===== src/hw/rtl/npal_pkg.sv =====
package npal_pkg;

  localparam int TABLE_DEPTH = 256;
  localparam int IDX_W       = (TABLE_DEPTH > 1) ? $clog2(TABLE_DEPTH) : 1;
  localparam int CNT_W       = $clog2(TABLE_DEPTH + 1);

  localparam int LAT_W       = 30;
  localparam int LON_W       = 31;
  localparam int ALT_IN_W    = 25;
  localparam int ALT_W       = 24;
  localparam int STATUS_W    = 3;
  localparam int COUNT_W     = 9;
  localparam int SQ_LAT_W    = 2 * LAT_W;
  localparam int SQ_LON_W    = 2 * LON_W;
  localparam int DIST_W      = SQ_LON_W + 1;

  localparam int S_TDATA_W   = 88;
  localparam int M_TDATA_W   = 40;

  localparam logic OP_LOAD   = 1'b0;
  localparam logic OP_QUERY  = 1'b1;

  typedef enum logic [STATUS_W-1:0] {
    STATUS_STORED  = 3'd0,
    STATUS_IGNORED = 3'd1,
    STATUS_FULL    = 3'd2,
    STATUS_MATCHED = 3'd3,
    STATUS_EMPTY   = 3'd4
  } status_t;

  typedef enum logic [2:0] {
    S_IDLE,
    S_DECIDE,
    S_LOAD,
    S_SCAN,
    S_DRAIN,
    S_FINISH
  } state_t;

  typedef struct packed {
    logic [LAT_W-1:0] lat;
    logic [LON_W-1:0] lon;
    logic [ALT_W-1:0] alt;
  } entry_t;

  typedef struct packed {
    logic capture;
    logic scan_start;
    logic scan_issue;
    logic load_exec;
    logic push;
  } ctrl_cmd_t;

  typedef struct packed {
    logic is_query;
    logic count_zero;
    logic scan_last;
    logic pipe_busy;
    logic out_free;
  } dp_status_t;

endpackage


===== src/hw/rtl/npal_ctrl.sv =====
module npal_ctrl
  import npal_pkg::*;
(
  input  logic       clk,
  input  logic       rst,
  input  logic       in_valid,
  output logic       in_ready,
  input  dp_status_t stat,
  output ctrl_cmd_t  cmd
);

  state_t state;
  state_t state_next;

  always_ff @(posedge clk) begin
    if (rst) begin
      state <= S_IDLE;
    end else begin
      state <= state_next;
    end
  end

  always_comb begin
    state_next = state;
    case (state)
      S_IDLE: begin
        if (in_valid) state_next = S_DECIDE;
      end
      S_DECIDE: begin
        if (!stat.is_query) state_next = S_LOAD;
        else if (stat.count_zero) state_next = S_FINISH;
        else state_next = S_SCAN;
      end
      S_LOAD: begin
        state_next = S_FINISH;
      end
      S_SCAN: begin
        if (stat.scan_last) state_next = S_DRAIN;
      end
      S_DRAIN: begin
        if (!stat.pipe_busy) state_next = S_FINISH;
      end
      S_FINISH: begin
        if (stat.out_free) state_next = S_IDLE;
      end
      default: begin
        state_next = S_IDLE;
      end
    endcase
  end

  always_comb begin
    cmd      = '0;
    in_ready = 1'b0;
    case (state)
      S_IDLE: begin
        in_ready    = 1'b1;
        cmd.capture = in_valid;
      end
      S_DECIDE: begin
        cmd.scan_start = stat.is_query;
      end
      S_LOAD: begin
        cmd.load_exec = 1'b1;
      end
      S_SCAN: begin
        cmd.scan_issue = 1'b1;
      end
      S_FINISH: begin
        cmd.push = stat.out_free;
      end
      default: begin
        cmd = '0;
      end
    endcase
  end

endmodule


===== config.mk =====
export PLATFORM = sky130hd
export DESIGN_NAME = npal_ctrl
export DESIGN_NICKNAME = d
export VERILOG_FILES = /design/src/hw/rtl/npal_pkg.sv /design/src/hw/rtl/npal_ctrl.sv
export SDC_FILE = /design/constraint.sdc
export NUM_CORES = 1
export LEC_CHECK = 0
export ABC_AREA = 1
export ABC_CLOCK_PERIOD_IN_PS = 1400
export BUFFER_PORTS_ARGS = -buffer_cell sky130_fd_sc_hd__buf_4
export CORE_AREA = 2 2 39 41
export DETAILED_ROUTE_END_ITERATION = 6
export DIE_AREA = 0 0 41 43
export PLACE_DENSITY = 0.48
export SYNTH_ARGS = -nofsm -noshare
export SYNTH_HDL_FRONTEND = slang
export SYNTH_SLANG_ARGS = --single-unit
export TNS_END_PERCENT = 1

===== constraint.sdc =====
create_clock -name clk -period 1.4 [get_ports clk]
set_input_delay 0 -clock clk [delete_from_list [all_inputs] [get_ports clk]]
set_output_delay 0 -clock clk [all_outputs]
set_load 0.02 [all_outputs]

* After elaboration in Yosys (flattened, before gate mapping)
Index checks and enable logic that the tools add are counted.
Cells by class: equal/unequal tests 9, reduce and logical (&&, ||, !) cells 2, mux-type cells 13
Operators by type and width (number):
- $mux W3 | 6
- $pmux W3 S6 | 1
- $ne A2 B2 Y1 const B | 4
- $eq A3 B2 Y1 const B | 2
- $eq A3 B3 Y1 const B | 2
- $mux W1 | 6
- $reduce_and A4 Y1 | 1
- $eq A3 B1 Y1 const B | 1
- $logic_not A3 Y1 | 1
Word-level totals: register bits after elaboration 3, logic and storage cells 25

* Depth between registers and ports, before layout
Gate-level depths: netlist of the first run.
depth after elaboration 3, gate-level depth with buffers 8, gate-level depth less buffers 8

* Worst setup path before layout of the first run
OpenSTA, ideal clock, no wires.
kind flip-flop to flip-flop, from register state[1], to register state[0], data arrival time 988 ps, setup time 114 ps, path buffers 0, stages on the path, launching flop included 8, setup slack 298 ps, clock period less this slack 1102 ps, path through dfxtp_1 nand2_1 nor2_4 nand2_2 nand2_2 nor2_1 o21bai_1 nor2_1
Between the ends: longest elaborated chain between the ends 3
RTL lines:
- start: declaration | line npal_ctrl.sv:12 | state_t state;
- start signal: assignment | line npal_ctrl.sv:19 | state <= state_next;
- $eq A3 B2 Y1 (tied with other cells) | line npal_ctrl.sv:25 | case (state)
- $ne A2 B2 Y1 (no source line)
- $reduce_and A4 Y1 (no source line)
Several ways; a longest one is shown, not always the timed one. A chain may end at the register's enable or synchronous reset.

* Worst setup path in the final report of the first run
from register state[2], to register state[0]
The elaborated chain is that of the path after synthesis.

==> impl_metrics.env, run 1 <==
export IMPL_hold_viol=0
export IMPL_path_clk_slew_ps=40
export IMPL_fin_ws_ps=166
export IMPL_synthTopCellsByArea="dfxtp_1, inv_1, nand2_1"
export IMPL_period_share_pct=88.2
export IMPL_ios=14
export IMPL_slew_headroom_pct=76.2
export IMPL_synth_top_area_share_pct=19.4
export IMPL_htreeDepth=1
export IMPL_drc=0
export IMPL_final_setup_viol_count=0
export IMPL_postPlaceCellArea_sq_um=417
export IMPL_core_area_sq_um=1380
export IMPL_cts_buffers=3
export IMPL_ff2ff_setup_slack_ps=170
export IMPL_crit_top_cell="nor2_1"
export IMPL_fin_area_sq_um=453
export IMPL_regMostFlops="state"
export IMPL_die_w_um=41
export IMPL_syn_nets=61
export IMPL_postCtsSetupBuffers=0
export IMPL_worstSetupStartpointType="flip-flop"
export IMPL_fin_cells=86
export IMPL_grt_usage_pct=8.22
export IMPL_fmax_ghz=0.810
export IMPL_viasPerCell=3.97
export IMPL_post_drt_wl_per_cell_um=7.58
export IMPL_layout_drive_gt1_share_pct=37.1
export IMPL_place_gp_congestion=0.780
export IMPL_setup_tns_ps=0
export IMPL_leakage_nw=0.245
export IMPL_syn2layout_area_growth_pct=46.0
export IMPL_crit_buf_inv=2
export IMPL_cts_max_path_buffers=2
export IMPL_cp_max_fo=8
export IMPL_ant_nets=0
export IMPL_antenna_found_initial=0
export IMPL_initial_utilization_pct=22.4
export IMPL_p_per_area_nw_per_um2=1820
export IMPL_rows=14
export IMPL_ys_seq_elements=3
export IMPL_worst_ep_required_time_ps=1530
export IMPL_fin_total_pwr_mw=0.824
export IMPL_hold_class="in -> reg"
export IMPL_grt_pass1_vias=265
export IMPL_critPathMaxStageDelay_ps=520
export IMPL_synth_top_cell_by_area="dfxtp_1"
export IMPL_layout_nets=79
export IMPL_vdd_drop_max_mv=0.596
export IMPL_antenna_cells=0
export IMPL_place_inst=81
export IMPL_crit_type="reg -> reg"
export IMPL_rsz0062_at_grt="no"
export IMPL_worstPathCellList="inv_2, nand3_1, inv_1, nor2_1, nand2_2, nor2_1, nor2_1"
export IMPL_worst_pin_slew_ps=357
export IMPL_first_pass_iters=2
export IMPL_cts_root_buffer_cell="clkbuf_4"
export IMPL_pre_cts_slack_ps=163
export IMPL_cts_sinks=3
export IMPL_finClkSkew_ps=4.55
export IMPL_die_y_um=43
export IMPL_avgSynthCellArea_sq_um=5.85
export IMPL_grt_remaining_overflow=0
export IMPL_ys_seq_area_share_pct=19.4
export IMPL_port_buffer_count=13
export IMPL_cts_tree="built"
export IMPL_grt_max_degree=9
export IMPL_crit_family="flip-flops"
export IMPL_synth_warnings=0
export IMPL_top_regs="state x3"
export IMPL_syn_inst=53
export IMPL_synth_area_sq_um=310
export IMPL_largest_reg_flops=3
export IMPL_die_area_sq_um=1760
export IMPL_period_needed_ps=1230
export IMPL_grt_first_pass_wirelength_um=993
export IMPL_slowest_stage="dfxtp_1"
export IMPL_vias=341
export IMPL_cp_arrival_ps=1360
export IMPL_drv_slew=0
export IMPL_drtIter0Drc=4
export IMPL_synth_distinct_cells=16
export IMPL_clk_latency_ps=230
export IMPL_end_kind="flip-flop"
export IMPL_drv_cap=0
export IMPL_post_cts_resized=0
export IMPL_wl_um=652
export IMPL_status="finished clean"
==> layout make-up <==
| type | instances | area (sq um) |
|---|---|---|
| Inverter | 11 | 41.3 |
| Timing Repair Buffer | 14 | 108 |
| Clock buffer | 4 | 26.3 |
| Multi-Input combinational cell | 38 | 198 |
| Sequential cell | 3 | 60.1 |
| Tap cell | 16 | 20.0 |
| Fill cell | 170 | 931 |
==> stage by stage <==
| stage | hold WS (ps) | util [%] |
|---|---|---|
| finish | 74.0 | 32.7 |
| global route | 68.4 | 32.7 |
| CTS | 66.0 | 32.7 |
| detailed placement | 180 | 30.1 |
| global placement | 179 | 30.1 |
| floorplan | 62.4 | - |
==> repair_timing <==
| action | in CTS | in global routing |
|---|---|---|
| hold buffers | 1 | 0 |
| endpoints found under the hold margin | 2 | 0 |
| setup endpoints to repair | 0 | 0 |
==> power by group <==
part           leakage [nW]  total, mW  internal (mW)  switching, mW
Combinational         0.206      0.492          0.196          0.297
Sequential           0.0247      0.179          0.118         0.0613
Clock                0.0150      0.153          0.107         0.0456
==> tightest hold or removal path, cell delays in order <==
cell     delay, ps
buf_4           80
inv_1           30
nand2_2         70
a21oi_1         70
==> per-layer routing <==
metal	routed length [um]	global-route usage [%]	vias to the layer above	part of all wire, %
met1	323	11.2	138	50
met4	0	2.00	0	0
li1	-	-	193	-
met2	277	10.9	10	42
met3	51	4.71	0	7.8
met5	0	0	-	0
==> final timing paths <==
kind                 start  cells past startpoint       end
setup / recovery  state[2]                      7  state[0]
hold / removal     stat[2]                      4  state[1]
setup reg to reg  state[2]                      7  state[0]
hold reg to reg   state[0]                      2  state[0]
==> cell families (layout without fill, tap and decap cells) <==
family	count (synthesis)	count (layout)	synth area share [%]
simple gates	34	34	55.2
buf+inv	12	29	16.9
compound gates	4	4	8.47
flops	3	3	19.4
==> Yosys cell counts <==
library cell  count
inv_1            10
nand2_1          10
nor2_1           10
nand3_1           5
nand2_2           4
dfxtp_1           3
nor2_4            2
a21oi_1           1
a21oi_2           1
buf_6             1
inv_2             1
nand3_2           1
nand3b_1          1
nor2_2            1
o21ai_0           1
o21bai_1          1
==> cell usage in the layout (no fill, tap or decap), drive strengths merged <==
cell type / count
dlygate4sd3: 1
clkbuf: 4
inv: 11
buf: 13
nand2: 14
nand3: 6
o21bai: 1
a21oi: 2
nand3b: 1
o21ai: 1
nor2: 13
dfxtp: 3
Power figures use the tool's default switching activity.
==> run 2: changes to the inputs <==
--- a/config.mk
+++ b/config.mk
@@ -8,10 +8,12 @@
 export ABC_AREA = 1
 export ABC_CLOCK_PERIOD_IN_PS = 1400
 export BUFFER_PORTS_ARGS = -buffer_cell sky130_fd_sc_hd__buf_4
+export CELL_PAD_IN_SITES_DETAIL_PLACEMENT = 1
+export CELL_PAD_IN_SITES_GLOBAL_PLACEMENT = 1
 export CORE_AREA = 2 2 39 41
 export DETAILED_ROUTE_END_ITERATION = 6
 export DIE_AREA = 0 0 41 43
-export PLACE_DENSITY = 0.48
+export PLACE_DENSITY = 0.67
 export SYNTH_ARGS = -nofsm -noshare
 export SYNTH_HDL_FRONTEND = slang
 export SYNTH_SLANG_ARGS = --single-unit
==> impl_metrics.env, run 2 (synthesis results as in run 1) <==
export IMPL_cp_arrival_ps=1240
export IMPL_setup_tns_ps=0
export IMPL_worstSetupStartpointType="flip-flop"
export IMPL_fin_util_pct=33.3
export IMPL_end_kind="output pin"
export IMPL_ios=14
export IMPL_cp_max_fo=6
export IMPL_fin_hold_ws_ps=51.4
export IMPL_use_met1_pct=13.1
export IMPL_worst_ep_required_time_ps=1400
export IMPL_rsz0062_at_grt="no"
export IMPL_htreeDepth=1
export IMPL_grt_usage_pct=12.5
export IMPL_top_regs="state x3"
export IMPL_place_gp_congestion=0.726
export IMPL_use_met2_pct=17.8
export IMPL_layout_drive_gt1_share_pct=38.0
export IMPL_fin_area_sq_um=460
export IMPL_hpwl_um=684
export IMPL_largest_reg_flops=3
export IMPL_path_clk_slew_ps=40
export IMPL_initial_utilization_pct=22.4
export IMPL_leakage_nw=0.251
export IMPL_grt_remaining_overflow=0
export IMPL_grt_pass1_vias=361
export IMPL_ant_nets=0
export IMPL_syn2layout_area_growth_pct=48.4
export IMPL_grt_max_degree=7
export IMPL_final_setup_viol_count=0
export IMPL_fin_cells=87
export IMPL_cts_sinks=3
export IMPL_clk_latency_ps=240
export IMPL_worst_pin_slew_ps=223
export IMPL_hold_class="in -> reg"
export IMPL_post_drt_wl_per_cell_um=9.91
export IMPL_antenna_found_initial=0
export IMPL_core_area_sq_um=1380
export IMPL_regMostFlops="state"
export IMPL_layout_nets=80
export IMPL_layout_commonest_cell="buf_4"
export IMPL_postCtsSetupBuffers=0
export IMPL_p_per_area_nw_per_um2=1880
export IMPL_crit_type="reg -> out"
export IMPL_hold_viol=0
export IMPL_fin_total_pwr_mw=0.864
export IMPL_die_y_um=43
export IMPL_antenna_cells=0
export IMPL_seqCellArea_sq_um=60.1
export IMPL_wl_um=862
export IMPL_die_area_sq_um=1760
export IMPL_multi_input_area_sq_um=198
export IMPL_status="finished clean"
export IMPL_slew_headroom_pct=85.1
export IMPL_cts_max_path_buffers=2
export IMPL_rows=14
export IMPL_first_pass_iters=4
export IMPL_fin_ws_ps=161
export IMPL_die_w_um=41
export IMPL_final_cell_mix="buf_4, nand2_1, inv_1, nor2_1, nand3_1"
export IMPL_period_needed_ps=1240
export IMPL_fmax_ghz=0.807
export IMPL_cts_root_buffer_cell="clkbuf_4"
export IMPL_grt_first_pass_wirelength_um=1380
export IMPL_period_share_pct=88.5
export IMPL_drv_cap=0
export IMPL_postPlaceCellArea_sq_um=424
export IMPL_grt_util_met3_pct=3.14
export IMPL_drtIter0Drc=11
export IMPL_place_inst=82
export IMPL_viasPerCell=4.24
export IMPL_vdd_drop_max_mv=0.582
export IMPL_pre_cts_slack_ps=214
export IMPL_vias=369
export IMPL_nFillCells=197
export IMPL_port_buffer_count=13
export IMPL_finClkSkew_ps=4.05
export IMPL_grt_busiest_layer="met2"
export IMPL_cts_buffers=3
export IMPL_cts_tree="built"
export IMPL_drc=0
export IMPL_drv_slew=0
## run 2: area by class of cell
type,count,area share (%)
timing repair buffer,15,25.0
tap,16,4.35
clock buffer,4,5.71
sequential,3,13.0
inverter,11,8.97
multi-input combinational,38,42.9
## run 2: worst max-delay path, cell delays in order, from the launching register on
cell and delay [ps]:
dfxtp_1 420, inv_1 100, nor2_2 170, nand2_2 90
nor2_4 90, buf_4 140
## run 2: final timing paths
path	start	to	slack, ps	cells past startpoint
worst max-delay path	state[0]	cmd[3]	160	5
worst min-delay path	stat[2]	state[1]	50	4
worst max register to register	state[0]	state[0]	200	7
worst min register to register	state[0]	state[0]	600	2
## run 2: routing by layer
metal / part of all wire [%] / vias up
met5: 0 / -
met4: 2.9 / 0
met3: 4.2 / 2
met2: 50 / 11
met1: 43 / 161
li1: - / 195
## run 2: power by group
part           leakage, nW  internal [mW]  total (mW)  switching [mW]
logic                0.211          0.209       0.539           0.330
clock network       0.0150          0.107       0.155          0.0478
registers           0.0247          0.118       0.170          0.0523
## run 2: what timing repair did
action	in CTS	in global routing
gates resized for setup	0	0
hold buffers	1	0
endpoints found under the hold margin	2	0
==> run 3: changes to the inputs <==
--- a/config.mk
+++ b/config.mk
@@ -6,11 +6,12 @@
 export NUM_CORES = 1
 export LEC_CHECK = 0
 export ABC_AREA = 1
-export ABC_CLOCK_PERIOD_IN_PS = 1400
+export ABC_CLOCK_PERIOD_IN_PS = 1300
 export BUFFER_PORTS_ARGS = -buffer_cell sky130_fd_sc_hd__buf_4
 export CELL_PAD_IN_SITES_DETAIL_PLACEMENT = 1
 export CELL_PAD_IN_SITES_GLOBAL_PLACEMENT = 1
 export CORE_AREA = 2 2 39 41
+export CTS_BUF_LIST = sky130_fd_sc_hd__clkbuf_4 sky130_fd_sc_hd__clkbuf_8 sky130_fd_sc_hd__clkbuf_16
 export DETAILED_ROUTE_END_ITERATION = 6
 export DIE_AREA = 0 0 41 43
 export PLACE_DENSITY = 0.67
==> constraint.sdc (replaced) <==
create_clock -name clk -period 1.3 [get_ports clk]
set_input_delay 0 -clock clk [delete_from_list [all_inputs] [get_ports clk]]
set_output_delay 0 -clock clk [all_outputs]
set_load 0.02 [all_outputs]
==> impl_metrics.env, run 3 (synthesis results as in run 1) <==
export IMPL_fmax_ghz=0.825
export IMPL_cts_tree="built"
export IMPL_fin_total_pwr_mw=0.970
export IMPL_hpwl_um=698
export IMPL_period_share_pct=93.2
export IMPL_wl_met3_um=48
export IMPL_antenna_found_initial=0
export IMPL_worst_ep_required_time_ps=1300
export IMPL_rows=14
export IMPL_layout_drive_gt1_share_pct=42.3
export IMPL_ant_nets=0
export IMPL_cp_depth=5
export IMPL_grt_max_degree=7
export IMPL_crit_type="reg -> out"
export IMPL_ios=14
export IMPL_cts_max_path_buffers=2
export IMPL_crit_top_cell="nor2_4"
export IMPL_worstReg2RegEnd="state[0]"
export IMPL_cts_root_buffer_cell="clkbuf_4"
export IMPL_top_layer="met4"
export IMPL_end_kind="output pin"
export IMPL_grt_first_pass_wirelength_um=1390
export IMPL_leakage_nw=0.256
export IMPL_fin_util_pct=34.1
export IMPL_drv_slew=0
export IMPL_core_area_sq_um=1380
export IMPL_cp_arrival_ps=1210
export IMPL_drv_cap=0
export IMPL_hold_class="in -> reg"
export IMPL_place_gp_congestion=0.820
export IMPL_slew_headroom_pct=85.7
export IMPL_post_drt_wl_per_cell_um=9.89
export IMPL_wl_met1_um=358
export IMPL_largest_reg_flops=3
export IMPL_layout_commonest_cell="buf_4"
export IMPL_vias=363
export IMPL_setup_tns_ps=0
export IMPL_crit_family="flip-flops"
export IMPL_worstSetupEndpoint="cmd[3]"
export IMPL_die_y_um=43
export IMPL_crit_buf_inv=2
export IMPL_drc=0
export IMPL_vdd_drop_max_mv=0.667
export IMPL_initial_utilization_pct=22.4
export IMPL_final_cell_mix="buf_4, nand2_1, inv_1, nor2_1, nand3_1"
export IMPL_reg2reg_depth=7
export IMPL_first_pass_iters=2
export IMPL_hold_viol=0
export IMPL_worstSetupStartpointType="flip-flop"
export IMPL_fin_cells=87
export IMPL_wl_um=860
export IMPL_drtIter0Drc=2
export IMPL_cp_max_fo=6
export IMPL_grt_remaining_overflow=0
export IMPL_period_needed_ps=1210
export IMPL_cts_buffers=3
export IMPL_clk_latency_ps=240
export IMPL_grt_pass1_vias=352
export IMPL_grt_usage_pct=12.5
export IMPL_regMostFlops="state"
export IMPL_viasPerCell=4.17
export IMPL_die_w_um=41
export IMPL_finClkSkew_ps=1.87
export IMPL_place_inst=82
export IMPL_layout_nets=80
export IMPL_status="finished clean"
export IMPL_met2_length_um=412
export IMPL_slowest_stage="dfxtp_1"
export IMPL_antenna_cells=0
export IMPL_nFillCells=190
export IMPL_cts_sinks=3
export IMPL_critPathMaxStageDelay_ps=410
export IMPL_top_regs="state x3"
export IMPL_critPathLaunch="state[0]"
export IMPL_path_clk_slew_ps=40
export IMPL_ff2ff_setup_slack_ps=150
export IMPL_worst_pin_slew_ps=213
export IMPL_htreeDepth=1
export IMPL_syn2layout_area_growth_pct=52.0
export IMPL_final_setup_viol_count=0
export IMPL_port_buffer_count=13
export IMPL_worstPathCellList="inv_1, nor2_4, nand2_2, nor2_4, buf_4"
export IMPL_r2r_start="state[0]"
export IMPL_p_per_area_nw_per_um2=2060
export IMPL_die_area_sq_um=1760
## run 3: cell counts in the layout (fill, tap and decap cells not counted)
Identical to the previous run, type by type.
## run 3: layout make-up
cell class	instances	area, sq um	area share, %
Sequential cell	3	62.6	13.3
Multi-Input combinational cell	38	203	43.0
Tap cell	16	20.0	4.24
Clock buffer	4	30.0	6.37
Inverter	11	41.3	8.75
Timing Repair Buffer	15	115	24.4
## run 3: worst register-to-register path: stages (launching register included)
cell	delay (ps)
dfxtp_1	410
inv_1	110
nor2_4	140
nand3_1	80
nand2_1	80
nor2_1	60
o21bai_1	110
nor2_1	50
## run 3: stage by stage
| stage | area (sq um) | setup slack, ps | hold slack [ps] |
|---|---|---|---|
| 2_1_floorplan | 310 | 198 | 62.4 |
| 3_3_place_gp | 424 | 105 | 183 |
| 3_5_place_dp | 424 | 82.9 | 184 |
| 4_1_cts | 464 | 21.1 | 44.9 |
| 5_1_grt | 472 | -2.70 | 45.4 |
| 6_report | 472 | 87.9 | 37.7 |
## run 3: what timing repair did
action,CTS,global route
endpoints found under the hold margin,2,0
setup buffers,0,0
gates resized for setup,0,3
hold buffers,1,0
endpoints found under the setup margin,0,3
## run 3: worst min-delay path by stage
stage / from / endpoint / slack [ps] / cells after the start
2_1_floorplan: rst / state[2] / 60 / 1
3_3_place_gp: rst / state[2] / 180 / 2
3_5_place_dp: rst / state[2] / 180 / 2
4_1_cts: stat[2] / state[1] / 40 / 4
5_1_grt: stat[2] / state[1] / 50 / 4
6_report: stat[2] / state[1] / 40 / 4
## run 3: per-layer routing
metal  global-route usage [%]  vias up
li1                         -      194
met1                     14.4      152
met2                     17.5       12
met3                     3.14        5
met4                     12.0        0
met5                        0        -
## run 3: report_power, final
group | total [mW] | leakage (nW) | switching, mW | internal [mW]
clock | 0.191 | 0.0184 | 0.0551 | 0.136
combinational | 0.589 | 0.212 | 0.359 | 0.230
sequential | 0.190 | 0.0256 | 0.0581 | 0.132
